--- config.mk ---
export PLATFORM = sky130hd
export DESIGN_NAME = fit_policy_block_allocator_unit
export DESIGN_NICKNAME = d
export VERILOG_FILES = /design/src/fpba_pkg.sv /design/src/fit_policy_block_allocator_unit.sv
export SDC_FILE = /design/constraint.sdc
export NUM_CORES = 1
export LEC_CHECK = 0
export BUFFER_PORTS_ARGS = -buffer_cell sky130_fd_sc_hd__buf_2
export CELL_PAD_IN_SITES_DETAIL_PLACEMENT = 1
export CELL_PAD_IN_SITES_GLOBAL_PLACEMENT = 2
export CORE_AREA = 2 2 205 207
export DETAILED_ROUTE_END_ITERATION = 7
export DIE_AREA = 0 0 207 209
export GPL_TIMING_DRIVEN = 0
export MAX_ROUTING_LAYER = met4
export PLACE_DENSITY_LB_ADDON = 0.15
export SYNTH_ARGS = -nofsm -noshare
export SYNTH_HDL_FRONTEND = slang
export SYNTH_SLANG_ARGS = --single-unit
export TNS_END_PERCENT = 30
--- constraint.sdc ---
create_clock -name clock -period 3.98 [get_ports clock]
set_input_delay 0.199 -clock clock [delete_from_list [all_inputs] [get_ports clock]]
set_output_delay 0.199 -clock clock [all_outputs]
set_load 0.01 [all_outputs]
--- src/fpba_pkg.sv ---
// Shared types, codes and defaults for the fit policy block allocator.
`timescale 1ns / 1ps
`default_nettype none

package fpba_pkg;

   localparam int NUM_BLOCKS_DEFAULT = 16;
   localparam int SIZE_WIDTH_DEFAULT = 16;

   localparam int BLOCK_INDEX_WIDTH = 4;
   localparam int SIZE_VALUE_WIDTH  = 16;
   localparam int FIT_MODE_WIDTH    = 2;
   localparam int BLOCK_COUNT_WIDTH = 5;
   localparam int CSR_DATA_WIDTH    = 5;
   localparam int CSR_ADDR_WIDTH    = 1;

   localparam logic CMD_LOAD  = 1'b0;
   localparam logic CMD_ALLOC = 1'b1;

   localparam logic [FIT_MODE_WIDTH-1:0] FIT_FIRST = 2'd0;
   localparam logic [FIT_MODE_WIDTH-1:0] FIT_BEST  = 2'd1;
   localparam logic [FIT_MODE_WIDTH-1:0] FIT_WORST = 2'd2;

   localparam logic [CSR_ADDR_WIDTH-1:0] CSR_FIT_MODE    = 1'd0;
   localparam logic [CSR_ADDR_WIDTH-1:0] CSR_BLOCK_COUNT = 1'd1;

   localparam logic [BLOCK_COUNT_WIDTH-1:0] BLOCK_COUNT_RESET = 5'd16;

   typedef struct packed {
      logic                         cmd;
      logic [BLOCK_INDEX_WIDTH-1:0] block_index;
      logic [SIZE_VALUE_WIDTH-1:0]  size_value;
   } req_type;

   typedef struct packed {
      logic                         granted;
      logic [BLOCK_INDEX_WIDTH-1:0] granted_block;
   } rsp_type;

endpackage

`default_nettype wire

--- src/fit_policy_block_allocator_unit.sv ---
// Top level of the fit policy block allocator: capacity memory and scan sequencer.
`timescale 1ns / 1ps
`default_nettype none

// The block keeps a memory of remaining capacities, one entry per block.
// A command is transferred when start is high and busy is low. A load command
// writes one capacity in that same cycle and leaves busy low, so another
// command may follow in the next cycle. An allocate command raises busy and
// scans the first block_count blocks (saturated to NUM_BLOCKS), reading one
// memory entry per cycle through the single synchronous read port. The chosen
// block is charged with the request size and the result is shown on rsp_item
// with rsp_valid high for exactly one cycle, in the cycle that busy drops.
// After its transfer, an allocate command passes through the scan and drain
// states to the finish state, or straight to finish when no block is searched.
// The next command may be transferred in the cycle that shows the result.
// The receiver cannot stall; each result must be taken when it is shown.
// Configuration writes on the csr port take effect at once; the user must make
// them while the block is idle, as the block does not enforce it.
// Synchronous reset returns the sequencer to idle and the registers to first
// fit over 16 blocks; capacities are not cleared and each block must be
// loaded before it is searched.
module fit_policy_block_allocator_unit #(
   parameter int NUM_BLOCKS = fpba_pkg::NUM_BLOCKS_DEFAULT,
   parameter int SIZE_WIDTH = fpba_pkg::SIZE_WIDTH_DEFAULT
) (
   input  wire logic                                clock,
   input  wire logic                                reset,
   input  wire logic                                start,
   output      logic                                busy,
   input  wire fpba_pkg::req_type                   req_item,
   output      logic                                rsp_valid,
   output      fpba_pkg::rsp_type                   rsp_item,
   input  wire logic                                csr_we,
   input  wire logic [fpba_pkg::CSR_ADDR_WIDTH-1:0] csr_addr,
   input  wire logic [fpba_pkg::CSR_DATA_WIDTH-1:0] csr_wdata
);

   localparam int IDX_W = $clog2(NUM_BLOCKS);
   localparam int CNT_W = $clog2(NUM_BLOCKS + 1);
   localparam int CW    = (CNT_W > fpba_pkg::BLOCK_COUNT_WIDTH) ?
                          CNT_W : fpba_pkg::BLOCK_COUNT_WIDTH;

   typedef enum logic [1:0] {
      ST_IDLE,
      ST_SCAN,
      ST_DRAIN,
      ST_FINISH
   } state_type;

   state_type                                state_ff;
   logic [fpba_pkg::FIT_MODE_WIDTH-1:0]      fit_mode_ff;
   logic [fpba_pkg::BLOCK_COUNT_WIDTH-1:0]   block_count_ff;
   logic [SIZE_WIDTH-1:0]                    size_ff;
   logic [IDX_W-1:0]                         rd_addr_ff;
   logic [IDX_W-1:0]                         last_ff;
   logic                                     cmp_valid_ff;
   logic [IDX_W-1:0]                         cmp_idx_ff;
   logic                                     found_ff;
   logic [IDX_W-1:0]                         pick_ff;
   logic [SIZE_WIDTH-1:0]                    pick_cap_ff;
   logic                                     rsp_valid_ff;
   fpba_pkg::rsp_type                        rsp_item_ff;

   logic [SIZE_WIDTH-1:0]                    mem [NUM_BLOCKS];
   logic [SIZE_WIDTH-1:0]                    rd_data_ff;

   logic                                     accept;
   logic [SIZE_WIDTH-1:0]                    req_size;
   logic [CW-1:0]                            count_ext;
   logic [CW-1:0]                            limit;
   logic                                     load_in_range;
   logic                                     fits;
   logic                                     take;
   logic                                     mem_we;
   logic [IDX_W-1:0]                         mem_waddr;
   logic [SIZE_WIDTH-1:0]                    mem_wdata;

   assign accept        = start && (state_ff == ST_IDLE);
   assign req_size      = SIZE_WIDTH'(req_item.size_value);
   assign count_ext     = CW'(block_count_ff);
   assign limit         = (count_ext > CW'(NUM_BLOCKS)) ? CW'(NUM_BLOCKS) : count_ext;
   assign load_in_range = CW'(req_item.block_index) < CW'(NUM_BLOCKS);

   assign fits = rd_data_ff >= size_ff;

   always_comb begin
      take = 1'b0;
      if (cmp_valid_ff && fits) begin
         if (!found_ff) begin
            take = 1'b1;
         end else begin
            case (fit_mode_ff)
               fpba_pkg::FIT_BEST:  take = rd_data_ff < pick_cap_ff;
               fpba_pkg::FIT_WORST: take = rd_data_ff > pick_cap_ff;
               default:             take = 1'b0;
            endcase
         end
      end
   end

   always_comb begin
      mem_we    = 1'b0;
      mem_waddr = pick_ff;
      mem_wdata = pick_cap_ff - size_ff;
      if (accept && (req_item.cmd == fpba_pkg::CMD_LOAD)) begin
         mem_we    = load_in_range;
         mem_waddr = IDX_W'(req_item.block_index);
         mem_wdata = req_size;
      end else if ((state_ff == ST_FINISH) && found_ff) begin
         mem_we = 1'b1;
      end
   end

   always_ff @(posedge clock) begin
      if (mem_we) begin
         mem[mem_waddr] <= mem_wdata;
      end
      rd_data_ff <= mem[rd_addr_ff];
   end

   always_ff @(posedge clock) begin
      if (reset) begin
         state_ff       <= ST_IDLE;
         fit_mode_ff    <= fpba_pkg::FIT_FIRST;
         block_count_ff <= fpba_pkg::BLOCK_COUNT_RESET;
         cmp_valid_ff   <= 1'b0;
         found_ff       <= 1'b0;
         rsp_valid_ff   <= 1'b0;
      end else begin
         rsp_valid_ff <= 1'b0;
         cmp_valid_ff <= 1'b0;

         if (csr_we) begin
            case (csr_addr)
               fpba_pkg::CSR_FIT_MODE: begin
                  fit_mode_ff <= csr_wdata[fpba_pkg::FIT_MODE_WIDTH-1:0];
               end
               fpba_pkg::CSR_BLOCK_COUNT: begin
                  block_count_ff <= csr_wdata[fpba_pkg::BLOCK_COUNT_WIDTH-1:0];
               end
               default: begin
               end
            endcase
         end

         if (take) begin
            found_ff    <= 1'b1;
            pick_ff     <= cmp_idx_ff;
            pick_cap_ff <= rd_data_ff;
         end

         case (state_ff)
            ST_IDLE: begin
               if (accept && (req_item.cmd == fpba_pkg::CMD_ALLOC)) begin
                  size_ff    <= req_size;
                  found_ff   <= 1'b0;
                  rd_addr_ff <= '0;
                  last_ff    <= IDX_W'(limit - CW'(1));
                  state_ff   <= (limit == '0) ? ST_FINISH : ST_SCAN;
               end
            end
            ST_SCAN: begin
               cmp_valid_ff <= 1'b1;
               cmp_idx_ff   <= rd_addr_ff;
               rd_addr_ff   <= rd_addr_ff + IDX_W'(1);
               if (rd_addr_ff == last_ff) begin
                  state_ff <= ST_DRAIN;
               end
            end
            ST_DRAIN: begin
               state_ff <= ST_FINISH;
            end
            ST_FINISH: begin
               rsp_valid_ff              <= 1'b1;
               rsp_item_ff.granted       <= found_ff;
               rsp_item_ff.granted_block <= found_ff ?
                  fpba_pkg::BLOCK_INDEX_WIDTH'(pick_ff) : '0;
               state_ff                  <= ST_IDLE;
            end
            default: begin
               state_ff <= ST_IDLE;
            end
         endcase
      end
   end

   assign busy      = state_ff != ST_IDLE;
   assign rsp_valid = rsp_valid_ff;
   assign rsp_item  = rsp_item_ff;

endmodule

`default_nettype wire

---- After elaboration in Yosys (flattened, before gate mapping) ----
Memories as Yosys holds them, arrays and structs flattened. A register that Yosys moved wholly into a read port is not among the register bits.
Index checks and enable logic that the tools add are counted.
operators by class
  eq/ne operators ......................... 8
  mux-type cells .......................... 21
  $add $sub $neg .......................... 3
  reduce and logical (&&, ||, !) cells .... 17
  magnitude comparators ................... 4
  bitwise logic cells ..................... 3
operator list
  kind                                                                    number
  16-bit >= comparator                                                    1
  16-bit > comparator                                                     1
  16-bit less-than comparator                                             1
  16-bit 2-to-1 mux                                                       1
  16-bit subtractor                                                       1
  2-bit AND reduction                                                     6
  1-bit 2-to-1 mux                                                        11
  4-bit 2-to-1 mux                                                        2
  2-bit case mux with 4 select lines                                      1
  4-bit case mux with 2 select lines                                      1
  2-bit equality test (second input constant)                             3
  2-bit 2-to-1 mux                                                        3
  3-bit AND reduction                                                     2
  5-bit > comparator (second input constant)                              1
  1-bit logical AND                                                       5
  5-bit logical NOT                                                       1
  5-bit 2-to-1 mux                                                        1
  4-bit by 1-bit adder with 4-bit output (second input constant)          1
  2-bit by 1-bit equality test with 1-bit output (second input constant)  2
  4-bit equality test                                                     1
  2-bit nonzero test                                                      2
  4-bit by 1-bit subtractor with 4-bit output (second input constant)     1
  1-bit inverter                                                          3
  2-bit logical NOT                                                       1
  3 further kinds                                                         3
word-level totals
  memories ................................ 1
  output and inout bits ................... 7
  bits of input ports ..................... 31
  bits in writable memories ............... 256
  bits in registers ....................... 65
memory list
  name  words  bits a word  rd ports  clocked after memory_dff  write ports  line                                   source
  mem   16     16           1         1                         1            fit_policy_block_allocator_unit.sv:64  logic [SIZE_WIDTH-1:0] mem [NUM_BLOCKS];

---- Depth between registers and ports, before layout ----
Gate-level depths: netlist of run 1.
  word-level depth ........................ 7
  mapped depth ............................ 10
  depth with buffers taken out ............ 10

---- Worst setup path before layout of run 1 ----
OpenSTA, ideal clock, no wires.
  path type ............................... register to register
  start ................................... register pick_cap_ff[5]
  end ..................................... register pick_cap_ff[0], enable pin
  arrival time ............................ 3.157 ns
  clock period less this slack ............ 3.589 ns
  library setup time ...................... 0.431 ns
  path buffers ............................ 0
  setup slack ............................. 0.391 ns
  stages on the path, launching flop included .. 10
  path through ............................ edfxtp_1 -> inv_1 -> ha_1 -> a211oi_1 -> o21bai_1 -> a21oi_1 -> nor3_1 -> nor4_2 -> mux2i_1 -> a221oi_1
on the way
  cells in the longest elaborated chain, start to end .. 5
  elaborated cells on any way between the ends .. 6
  classes of those cells .................. order compare: 2; mux: 3; reduce/logical: 1
RTL lines
  item                                                                       line                                                                          source
  from (decl)                                                                fit_policy_block_allocator_unit.sv:60                                         logic [SIZE_WIDTH-1:0] pick_cap_ff;
  from (signal assigned)                                                     fit_policy_block_allocator_unit.sv:149                                        pick_cap_ff <= rd_data_ff;
  16-bit > comparator / 16-bit less-than comparator (equally long branches)  fit_policy_block_allocator_unit.sv:94, fit_policy_block_allocator_unit.sv:93
  1-bit case mux with 2 select lines (*)                                     fit_policy_block_allocator_unit.sv:92                                         case (fit_mode_ff)
  1-bit 2-to-1 mux (*)                                                       fit_policy_block_allocator_unit.sv:89                                         if (!found_ff) begin
  1-bit 2-to-1 mux (*)                                                       fit_policy_block_allocator_unit.sv:88                                         if (cmp_valid_ff && fits) begin
  2-bit AND reduction (no line) (*)                                          n/a
Mark *: on every way between the ends. The rest lies on a longest branch, timed or not.
A chain may end at the register's enable or synchronous reset.

---- Worst setup path in the final report of run 1 ----
  start ................................... register state_ff[0]
  end ..................................... memory mem[1][3] in the netlist's numbering, data pin
on the way
  cells in the longest elaborated chain, start to end .. 4
RTL lines
  item                    line                                    source
  from (decl)             fit_policy_block_allocator_unit.sv:50   state_type state_ff;
  from (signal assigned)  fit_policy_block_allocator_unit.sv:159  state_ff <= (limit == '0) ? ST_FINISH : ST_SCAN;
  2-bit logical NOT       fit_policy_block_allocator_unit.sv:78   assign accept = start && (state_ff == ST_IDLE);
  1-bit logical AND       fit_policy_block_allocator_unit.sv:78
  1-bit logical AND       fit_policy_block_allocator_unit.sv:105  if (accept && (req_item.cmd == fpba_pkg::CMD_LOAD)) begin
  16-bit 2-to-1 mux       fit_policy_block_allocator_unit.sv:105
  named net mem_wdata[3]  fit_policy_block_allocator_unit.sv:76   logic [SIZE_WIDTH-1:0] mem_wdata;
  to (decl)               fit_policy_block_allocator_unit.sv:64
The timed path passes the listed nets, and every way through them passes these cells.

==> qor.txt, run 1 <==
met3 wire len: 2070 um
vias per cell: 5.06
Worst EP required: 4.15 ns
Final Max Slew Viols: 0
post-synthesis async set-or-reset flop share: 0
Pwr Density: 546 mW/mm2
dpl cell area: 0.0154 mm2
worst setup path endpoint: mem[1][3]
Die Y: 209 um
nets: 1008
TNS Setup: 0 ns
total grt overflow: 0
syn nets: 883
reg2reg setup slack: 0.38 ns
DRT Pass-1 Iters: 4
fin area: 0.0169 mm2
first-pass GRT wire length: 54200 um
register area share after synthesis: 0.694
# IOs: 38
WL met2: 17700 um
r2r endpoint: mem[1][3]
IO buf count: 37
Yosys cell types: 51
Worst slew margin: 0.128
Total GRT Usage: 0.176
Peak VDD IR: 0.331 mV
Setup WS pre-CTS: 0.301 ns
ANT nets after route: 0
Least-Margin Pin Slew: 1.30 ns
CTS clk-pin slew, worst paths: 0.06 ns
Final WS setup: 0.381 ns
commonest cells after routing, fill and taps aside: 309 x edfxtp_1, 80 x mux4_2, 55 x ha_1, 43 x inv_1, 43 x buf_2
DRC Markers: 0
CTS tree: built
die area: 0.0433 mm2
insertion delay to the later sink of the worst-skew pair: 0.55 ns
Critical Path Start Type: flip-flop
clk_skew: 0.0181 ns
Core ar.: 0.0413 mm2
Cell Area, Synth: 0.0142 mm2
Worst R2R Start: state_ff[0]
Min Clock Period, post-route: 3.60 ns
Mapped Cells: 796
crit path from: state_ff[0]
vias in the first global route: 8407
Vias: 7532
commonest non-fill, non-tap cell in the layout: edfxtp_1
worst min-delay path category: input pin to flip-flop
postcts setup bufs: 0
antenna violations before repair: 2
largest net degree at the start of global routing: 17
CTS Buffer Depth: 3
FP Rows: 75
Util after Layout: 0.409
Tcrit/Tclk final: 0.904
Leak Pwr: 5.77 nW
critical path data arrival time: 3.77 ns
antenna diode count: 0
Total Wirelength: 35900 um
area growth from synthesis to layout: 19.2%
CTS Buf Count: 39
Setup CP Type: flip-flop to flip-flop
Post-synth EDFFs: 309
outcome: complete, no violations
H-Tree Depth: 2
Syn Area/Cell: 17.8 um2
flops & latches, synth: 337
uppermost routed layer: met4
final hold vios: 0
starting density of the core: 0.343
Final setup viols: 0
critical path capture point type: flip-flop
Clock Sinks: 337
total power draw: 9.23 mW
Reg2Reg Depth: 9
Max Fanout on Critical Path: 16
Synth Flop Type: edfxtp_1
detailed placement HPWL: 26000 um
FMAX: 278 MHz
routed metal-1 wire length: 15200 um
Routability Congestion: 0.780
initial DRC count: 513
RSZ-0062 raised after global routing: true
max cap viols: 0
wire length per cell: 24.1 um
Ys Warns: 0
Clock Root Buffer: clkbuf_16
share of layout cells above drive strength 1: 0.240
Die X-Extent: 207 um
## sequential cells by signal, summed over array words and instances, names as in the netlist
register / count
block_count_ff: 5
cmp_idx_ff: 4
cmp_valid_ff: 1
fit_mode_ff: 2
found_ff: 1
last_ff: 4
mem: 256
pick_cap_ff: 16
pick_ff: 4
rd_addr_ff: 4
rd_data_ff: 16
rsp_item: 5
rsp_valid: 1
size_ff: 16
state_ff: 2
## worst min-delay path by stage
stage	start	to	depth (start not counted)
detailed placement	req_item[0]	size_ff[0]	1
floorplan	reset	cmp_valid_ff	1
global route	csr_we	fit_mode_ff[1]	3
CTS	csr_we	fit_mode_ff[1]	3
finish	csr_we	fit_mode_ff[1]	3
global placement	req_item[0]	size_ff[0]	1
## critical path, stage by stage, from the launching register on
cell and delay (ns):
dfxtp_1 0.39, inv_1 0.10, ha_1 0.27, nand2_1 0.10
or2_0 0.11, clkbuf_1 0.25, clkbuf_1 0.49, buf_1 0.50
nor2_1 0.08, a21oi_1 0.94
## final cells by class
cell class | instances | area, um2
sequential | 337 | 9840
tap | 539 | 674
fill | 4070 | 24400
buffer | 25 | 165
clock inverter | 19 | 158
multi-input combinational | 391 | 4090
clock buffer | 52 | 1060
timing repair buffer | 84 | 757
inverter | 43 | 161
## metrics by stage
step	instances	hold WS, ns
3_3_place_gp	1372	0.395
3_5_place_dp	1391	0.401
5_1_grt	1490	0.0264
6_report	1490	0.0330
2_1_floorplan	796	0.271
4_1_cts	1489	0.00195
## report_power, final
part           total, mW  switching, mW  internal (mW)
Clock               3.41           1.41           2.00
Sequential          4.37          0.107           4.26
Combinational       1.45          0.890          0.556
Total               9.23           2.41           6.82
## cell usage after synthesis (3+ instances only)
master / number / area (um2)
a21oi_1: 32 / 160
edfxtp_1: 309 / 9280
ha_1: 55 / 688
nand2b_1: 15 / 93.8
mux4_2: 80 / 1800
inv_1: 43 / 161
a21o_1: 9 / 67.6
buf_2: 6 / 30.0
a221oi_1: 3 / 26.3
and3_1: 5 / 31.3
dfxtp_1: 28 / 561
o21a_1: 5 / 37.5
o21ai_0: 16 / 80.1
a211oi_1: 5 / 37.5
mux2i_1: 4 / 40.0
and2_1: 5 / 31.3
nand2_1: 27 / 101
a21boi_1: 3 / 22.5
buf_1: 6 / 22.5
clkbuf_1: 8 / 30.0
xnor2_1: 7 / 61.3
nand3_1: 11 / 55.1
xor2_1: 12 / 105
nor2b_1: 12 / 75.1
o21ai_1: 6 / 30.0
nor2_1: 38 / 143
nand4_1: 5 / 31.3
buf_12: 3 / 60.1
a31oi_1: 5 / 31.3
nor3_1: 5 / 25.0
## cells by family after synthesis
group / count (synthesis) / share of synthesized area
muxes: 84 / 0.130
DFF: 337 / 0.694
and+or+nand+nor: 134 / 0.0473
xor gates and xnor gates: 19 / 0.0117
AOI/OAI and AO/OA: 98 / 0.0438
buffers and inverters: 68 / 0.0230
adders and majority gates: 56 / 0.0500
## routing by layer
layer | vias up | GRT usage
met2 | 160 | 0.285
li1 | 3408 | -
met1 | 3911 | 0.229
met4 | 0 | 0.0574
met3 | 53 | 0.0255
met5 | - | -
## timing repair
item                                   CTS  global route
gates resized for setup                  0             0
hold buffers                            27             0
setup endpoints to repair                0            32
endpoints found under the hold margin   25             0
Power figures use the tool's default switching activity.
==> run 2, diff against run 1 <==
--- a/config.mk
+++ b/config.mk
@@ -5,12 +5,13 @@
 export SDC_FILE = /design/constraint.sdc
 export NUM_CORES = 1
 export LEC_CHECK = 0
+export ABC_AREA = 1
 export BUFFER_PORTS_ARGS = -buffer_cell sky130_fd_sc_hd__buf_2
 export CELL_PAD_IN_SITES_DETAIL_PLACEMENT = 1
 export CELL_PAD_IN_SITES_GLOBAL_PLACEMENT = 2
-export CORE_AREA = 2 2 205 207
+export CORE_AREA = 4 4 211 213
 export DETAILED_ROUTE_END_ITERATION = 7
-export DIE_AREA = 0 0 207 209
+export DIE_AREA = 0 0 215 217
 export GPL_TIMING_DRIVEN = 0
 export MAX_ROUTING_LAYER = met4
 export PLACE_DENSITY_LB_ADDON = 0.15
==> run 2 against run 1 <==
- hold slack improved by 0.052 ns
- sequential share of layout area decreased by 2.5 points
- global-route usage increased by 2.5 points
- critical endpoint is now mem[14][8]
==> qor.txt, run 2 <==
Synth Flop Type: edfxtp_1 (unchanged)
nets: 1418 (was 1008)
Final Max Slew Viols: 0 (unchanged)
Bufs and invs on worst path: 1 (was 4)
total power draw: 11.0 mW (was 9.23 mW)
fin area: 0.0177 mm2 (was 0.0169 mm2)
reported net switching power: 3.58 mW (was 2.41 mW)
Hold WS: 0.0845 ns (was 0.0330 ns)
Pwr Density: 620 mW/mm2 (was 546 mW/mm2)
die area: 0.0467 mm2 (was 0.0433 mm2)
CTS tree: built (unchanged)
max incr delay on CP: 0.56 ns (was 0.94 ns)
crit path from: size_ff[0] (was state_ff[0])
Die X-Extent: 215 um (was 207 um)
max cap viols: 0 (unchanged)
postcts setup bufs: 0 (unchanged)
wire length per cell: 23.8 um (was 24.1 um)
Final setup viols: 0 (unchanged)
dpl cell area: 0.0161 mm2 (was 0.0154 mm2)
Total Wirelength: 45400 um (was 35900 um)
DRC Markers: 0 (unchanged)
Crit path max-delay family: simple AND/OR/NAND/NOR gates (was buffers and inverters)
Finished Layout Cells: 1907 (was 1490)
Synth top cells by count: 309 x edfxtp_1, 147 x inv_1, 126 x nand2_1 (was 309 x edfxtp_1, 80 x mux4_2, 55 x ha_1)
# IOs: 38 (unchanged)
vias in the first global route: 10200 (was 8407)
Setup WS pre-CTS: 0.616 ns (was 0.301 ns)
largest net degree at the start of global routing: 17 (unchanged)
Clock Root Buffer: clkbuf_16 (unchanged)
Syn Area/Cell: 12.3 um2 (was 17.8 um2)
final hold vios: 0 (unchanged)
Min Clock Period, post-route: 3.40 ns (was 3.60 ns)
Core ar.: 0.0427 mm2 (was 0.0413 mm2)
Flop pwr share: 0.410 (was 0.473)
TNS Setup: 0 ns (unchanged)
cells along the critical path: ha_1 -> fa_1 -> inv_1 -> nand3_1 -> nand2_1 -> nand2_1 -> a21boi_0 -> nand2_1 -> nand2_1 -> nand2_1 -> nand3_1 -> nand2_1 (was inv_1 -> ha_1 -> nand2_1 -> or2_0 -> clkbuf_1 -> clkbuf_1 -> buf_1 -> nor2_1 -> a21oi_1)
outcome: complete, no violations (unchanged)
Least-Margin Pin Slew: 1.01 ns (was 1.30 ns)
Tcrit/Tclk final: 0.855 (was 0.904)
Worst EP required: 4.02 ns (was 4.15 ns)
post-synth top area cell: edfxtp_1 (unchanged)
most frequent CP cell: nand2_1 (was clkbuf_1)
commonest cells after routing, fill and taps aside: 309 x edfxtp_1, 147 x inv_1, 126 x nand2_1, 101 x a21oi_1, 101 x o21ai_0 (was 309 x edfxtp_1, 80 x mux4_2, 55 x ha_1, 43 x inv_1, 43 x buf_2)
Setup CP Type: flip-flop to flip-flop (unchanged)
IO buf count: 36 (was 37)
CTS clk-pin slew, worst paths: 0.05 ns (was 0.06 ns)
initial DRC count: 675 (was 513)
Leak Pwr: 6.72 nW (was 5.77 nW)
starting density of the core: 0.348 (was 0.343)
Routability Congestion: 0.823 (was 0.780)
total grt overflow: 0 (unchanged)
Crit-path slowest cell: nand2_1 (was a21oi_1)
Die Y: 217 um (was 209 um)
clock share of power: 0.331 (was 0.370)
register area share after synthesis: 0.663 (was 0.694)
Yosys cell types: 39 (was 51)
top cell type's share of synthesized area: 0.625 (was 0.655)
Biggest register: mem (unchanged)
most frequent cell after synthesis: edfxtp_1 (unchanged)
flops & latches, synth: 337 (unchanged)
hold path start: csr_we (unchanged)
Cell Area, Synth: 0.0148 mm2 (was 0.0142 mm2)
Max Fanout on Critical Path: 16 (unchanged)
Peak VDD IR: 0.247 mV (was 0.331 mV)
Clock Sinks: 337 (unchanged)
Ys Warns: 0 (unchanged)
vias per cell: 5.08 (was 5.06)
CTS Buf Count: 39 (unchanged)
Sw Share: 0.327 (was 0.261)
Worst slew margin: 0.326 (was 0.128)
clk_skew: 0.0188 ns (was 0.0181 ns)
share of layout cells above drive strength 1: 0.128 (was 0.240)
Mapped Cells: 1209 (was 796)
area growth from synthesis to layout: 19.0% (was 19.2%)
CTS Buffer Depth: 3 (unchanged)
DRT Pass-1 Iters: 4 (unchanged)
post-synthesis async set-or-reset flop share: 0 (unchanged)
logic gate share of total power: 0.259 (was 0.157)
Largest register FFs: 256 (unchanged)
insertion delay to the later sink of the worst-skew pair: 0.55 ns (about the same)
Final WS setup: 0.577 ns (was 0.381 ns)
ANT nets after route: 0 (unchanged)
Worst R2R Start: size_ff[0] (was state_ff[0])
Cell Int Power: 7.37 mW (was 6.82 mW)
Critical Path Start Type: flip-flop (unchanged)
critical path data arrival time: 3.44 ns (was 3.77 ns)
syn nets: 1296 (was 883)
critical path capture point type: flip-flop (unchanged)
top cells by area, synth: edfxtp_1 63%, ha_1 4.6%, mux2i_1 4.3% (was edfxtp_1 65%, mux4_2 13%, ha_1 4.9%)
Vias: 9697 (was 7532)
antenna violations before repair: 1 (was 2)
FMAX: 294 MHz (was 278 MHz)
placed insts: 1812 (was 1391)
Post-synth EDFFs: 309 (unchanged)
detailed placement HPWL: 32800 um (was 26000 um)
RSZ-0062 raised after global routing: false (was true)
Util after Layout: 0.414 (was 0.409)
H-Tree Depth: 2 (unchanged)
commonest non-fill, non-tap cell in the layout: edfxtp_1 (unchanged)
worst min-delay path category: input pin to flip-flop (unchanged)
Total GRT Usage: 0.200 (was 0.176)
first-pass GRT wire length: 66700 um (was 54200 um)
FP Rows: 76 (was 75)
run 2: repair_timing:
| item | CTS | global route |
|---|---|---|
| endpoints found under the hold margin | 25 | 0 |
| hold buffers | 24 | 0 |
| resized for setup | 0 | 0 |
run 2: worst paths after layout:
check | endpoint | slack (ns) | depth (start not counted)
worst min-delay path | block_count_ff[3] | 0.08 | 3
worst min register to register | pick_ff[0] | 0.44 | 0
worst max-delay path | mem[14][8] | 0.58 | 12
worst max register to register | mem[14][8] | 0.58 | 12
run 2: power groups by stage:
stage / clock network, mW / registers [mW] / logic [mW]
final: 3.63 / 4.49 / 2.83
after global routing: 3.89 / 4.52 / 3.13
after CTS: 3.74 / 4.49 / 2.89
after detailed placement: 0 / 4.57 / 2.86
after global placement: 0 / 4.57 / 2.72
after floorplan: 0 / 4.50 / 1.65
run 2: cells by family (layout without fill, tap and decap cells):
group,Yosys count,in the layout,share of synthesized area
xor gates and xnor gates,9,9,0.00531
other,0,1,0
AOI/OAI and AO/OA,297,297,0.114
DFF,337,337,0.663
and+or+nand+nor,245,245,0.0717
buffers and inverters,201,352,0.0547
adders and majority gates,56,56,0.0477
muxes,64,64,0.0432
run 2: worst reg2reg max path, cell delays in order (launching register included):
cell,delay (ns)
edfxtp_1,0.43
ha_1,0.26
fa_1,0.41
inv_1,0.15
nand3_1,0.08
nand2_1,0.17
nand2_1,0.09
a21boi_0,0.39
nand2_1,0.13
nand2_1,0.09
nand2_1,0.05
nand3_1,0.06
nand2_1,0.56
run 2: area by class of cell:
class / instances / area [um2]
sequential: 337 / 9840
tap: 546 / 683
inverter: 151 / 567
antenna: 1 / 2.50
buffer: 50 / 245
clock buffer: 46 / 1040
clock inverter: 24 / 241
multi-input combinational: 671 / 4280
fill: 4441 / 25000
timing repair buffer: 81 / 767
run 2: metal layers:
| layer | global-route usage | wire, um | vias up |
|---|---|---|---|
| met5 | - | 0 | - |
| met4 | 0.0616 | 1280 | 0 |
| met3 | 0.0286 | 1730 | 60 |
| met2 | 0.328 | 21700 | 179 |
| li1 | - | - | 4590 |
| met1 | 0.262 | 20700 | 4868 |
==> run 3, diff against run 2 <==
--- a/config.mk
+++ b/config.mk
@@ -5,13 +5,12 @@
 export SDC_FILE = /design/constraint.sdc
 export NUM_CORES = 1
 export LEC_CHECK = 0
-export ABC_AREA = 1
 export BUFFER_PORTS_ARGS = -buffer_cell sky130_fd_sc_hd__buf_2
 export CELL_PAD_IN_SITES_DETAIL_PLACEMENT = 1
 export CELL_PAD_IN_SITES_GLOBAL_PLACEMENT = 2
-export CORE_AREA = 4 4 211 213
+export CORE_AREA = 4 4 207 209
 export DETAILED_ROUTE_END_ITERATION = 7
-export DIE_AREA = 0 0 215 217
+export DIE_AREA = 0 0 211 213
 export GPL_TIMING_DRIVEN = 0
 export MAX_ROUTING_LAYER = met4
 export PLACE_DENSITY_LB_ADDON = 0.15
==> run 3 against run 2 <==
- clock power fell by 5%
- total power fell by 16%
- die area fell by 3.7%
- sequential power fell by 3%
- via count fell by 22%
- largest power group unchanged
- non-clock buffer count fell by 21
- design area fell by 4.3%
==> qor.txt, run 3 (same netlist as run 1, synthesis figures left out) <==
Final setup viols: 0 (unchanged)
Leak Pwr: 5.77 nW (was 6.72 nW)
nets: 1008 (was 1418)
Clock Root Buffer: clkbuf_16 (unchanged)
initial DRC count: 547 (was 675)
final hold vios: 0 (unchanged)
wire length per cell: 24.2 um (was 23.8 um)
Die Y: 213 um (was 217 um)
IO buf count: 37 (was 36)
CTS Buf Count: 38 (was 39)
Least-Margin Pin Slew: 1.30 ns (was 1.01 ns)
Worst EP required: 4.22 ns (was 4.02 ns)
CTS Buffer Depth: 3 (unchanged)
ANT nets after route: 0 (unchanged)
antenna diode count: 0 (was 1)
die area: 0.0449 mm2 (was 0.0467 mm2)
total power draw: 9.25 mW (was 11.0 mW)
commonest non-fill, non-tap cell in the layout: edfxtp_1 (unchanged)
DRC Markers: 0 (unchanged)
Worst slew margin: 0.129 (was 0.326)
antenna violations before repair: 2 (was 1)
starting density of the core: 0.347 (was 0.348)
max incr delay on CP: 0.80 ns (was 0.56 ns)
Total Wirelength: 36000 um (was 45400 um)
FMAX: 280 MHz (was 294 MHz)
Hold WS: 0.0684 ns (was 0.0845 ns)
Clock Sinks: 337 (unchanged)
Total GRT Usage: 0.168 (was 0.200)
Setup CP Type: flip-flop to flip-flop (unchanged)
Crit-path slowest cell: nor4_1 (was nand2_1)
Bufs and invs on worst path: 2 (was 1)
Peak VDD IR: 0.269 mV (was 0.247 mV)
Biggest register: mem (unchanged)
total grt overflow: 0 (unchanged)
detailed placement HPWL: 26200 um (was 32800 um)
H-Tree Depth: 2 (unchanged)
cells along the critical path: inv_1 -> ha_1 -> nand4_1 -> nor4_1 -> a21boi_1 -> nor4_2 -> mux2i_1 -> a221oi_4 -> buf_8 (was ha_1 -> fa_1 -> inv_1 -> nand3_1 -> nand2_1 -> nand2_1 -> a21boi_0 -> nand2_1 -> nand2_1 -> nand2_1 -> nand3_1 -> nand2_1)
CTS tree: built (unchanged)
placed insts: 1385 (was 1812)
post_cts resized: 0 (unchanged)
fin area: 0.0169 mm2 (was 0.0177 mm2)
Critical Path Start Type: flip-flop (unchanged)
Die X-Extent: 211 um (was 215 um)
outcome: complete, no violations (unchanged)
FP Rows: 74 (was 76)
CTS clk-pin slew, worst paths: 0.06 ns (was 0.05 ns)
clk_skew: 0.0270 ns (was 0.0188 ns)
postcts setup bufs: 0 (unchanged)
Routability Congestion: 0.787 (was 0.823)
Max Fanout on Critical Path: 16 (unchanged)
Largest register FFs: 256 (unchanged)
Core ar.: 0.0408 mm2 (was 0.0427 mm2)
# fillers: 3953 (was 4441)
worst min-delay path category: input pin to flip-flop (unchanged)
area growth from synthesis to layout: 19.3% (was 19.0%)
insertion delay to the later sink of the worst-skew pair: 0.56 ns (was 0.55 ns)
DRT Pass-1 Iters: 5 (was 4)
RSZ-0062 raised after global routing: true (was false)
largest net degree at the start of global routing: 17 (unchanged)
Min Clock Period, post-route: 3.57 ns (was 3.40 ns)
Tcrit/Tclk final: 0.896 (was 0.855)
vias in the first global route: 8316 (was 10200)
share of layout cells above drive strength 1: 0.239 (was 0.128)
Pwr Density: 547 mW/mm2 (was 620 mW/mm2)
Vias: 7573 (was 9697)
first-pass GRT wire length: 54100 um (was 66700 um)
Final Max Slew Viols: 0 (unchanged)
Finished Layout Cells: 1483 (was 1907)
Crit path max-delay family: simple AND/OR/NAND/NOR gates (unchanged)
commonest cells after routing, fill and taps aside: 309 x edfxtp_1, 80 x mux4_2, 55 x ha_1, 44 x buf_2, 43 x inv_1 (was 309 x edfxtp_1, 147 x inv_1, 126 x nand2_1, 101 x a21oi_1, 101 x o21ai_0)
# IOs: 38 (unchanged)
critical path capture point type: flip-flop (unchanged)
dpl cell area: 0.0154 mm2 (was 0.0161 mm2)
max cap viols: 0 (unchanged)
vias per cell: 5.11 (was 5.08)
critical path data arrival time: 3.81 ns (was 3.44 ns)
run 3: cell count changes in the layout (fill, tap and decap cells not counted), moves of 12 or more:
cell | before | now
a21oi_1 | 101 | 30
mux4_2 | 0 | 80
nand2_1 | 126 | 27
nor2_1 | 33 | 21
o21ai_0 | 101 | 14
o211ai_1 | 65 | 2
inv_1 | 147 | 43
nor2b_1 | 0 | 12
mux2i_1 | 64 | 4
nand2b_1 | 0 | 15
nand3_1 | 41 | 11
run 3: cell type report:
class	count	area, um2	share of cell area
Sequential cell	337	9840	0.582
Multi-Input combinational cell	391	4090	0.242
Clock buffer	50	1020	0.0601
Timing Repair Buffer	85	752	0.0445
Tap cell	532	666	0.0394
Clock inverter	20	218	0.0129
Buffer	25	165	0.00977
Inverter	43	161	0.00955
run 3: power by group:
| group | switching (mW) | internal [mW] |
|---|---|---|
| registers | 0.107 | 4.26 |
| clock network | 1.43 | 2.01 |
| logic | 0.892 | 0.553 |
| total | 2.42 | 6.83 |
run 3: worst paths after layout:
path	endpoint	slack [ns]	startpoint	cells after the start
worst max-delay path	pick_cap_ff[3]	0.41	pick_cap_ff[14]	9
worst min register to register	pick_ff[3]	0.41	cmp_idx_ff[3]	0
worst min-delay path	fit_mode_ff[1]	0.07	csr_addr	3
worst max register to register	pick_cap_ff[3]	0.41	pick_cap_ff[14]	9
run 3: repair_timing:
item                                    in CTS  in global routing
hold buffers                                28                  0
endpoints found under the hold margin       25                  0
endpoints found under the setup margin       0                 23
run 3: metal layers:
metal | part of all wire | GRT usage
met4 | 0.018 | 0.0411
met5 | 0 | -
met1 | 0.45 | 0.224
met3 | 0.040 | 0.0297
met2 | 0.49 | 0.272
run 3: worst min-delay path, delay by kind of cell:
kind	cells	cell delay [ns]
buffers and inverters	1	0.15
and+or+nand+nor	1	0.14
AOI/OAI and AO/OA	1	0.07
run 3: stage by stage:
stage | util | TNS, ns | worst slack [ns]
floorplan | - | 0 | 0.391
global placement | 0.368 | -50.63 | -1.94
detailed placement | 0.377 | 0 | 0.209
CTS | 0.414 | 0 | 0.177
global route | 0.414 | -0.107 | -0.0105
finish | 0.414 | 0 | 0.414
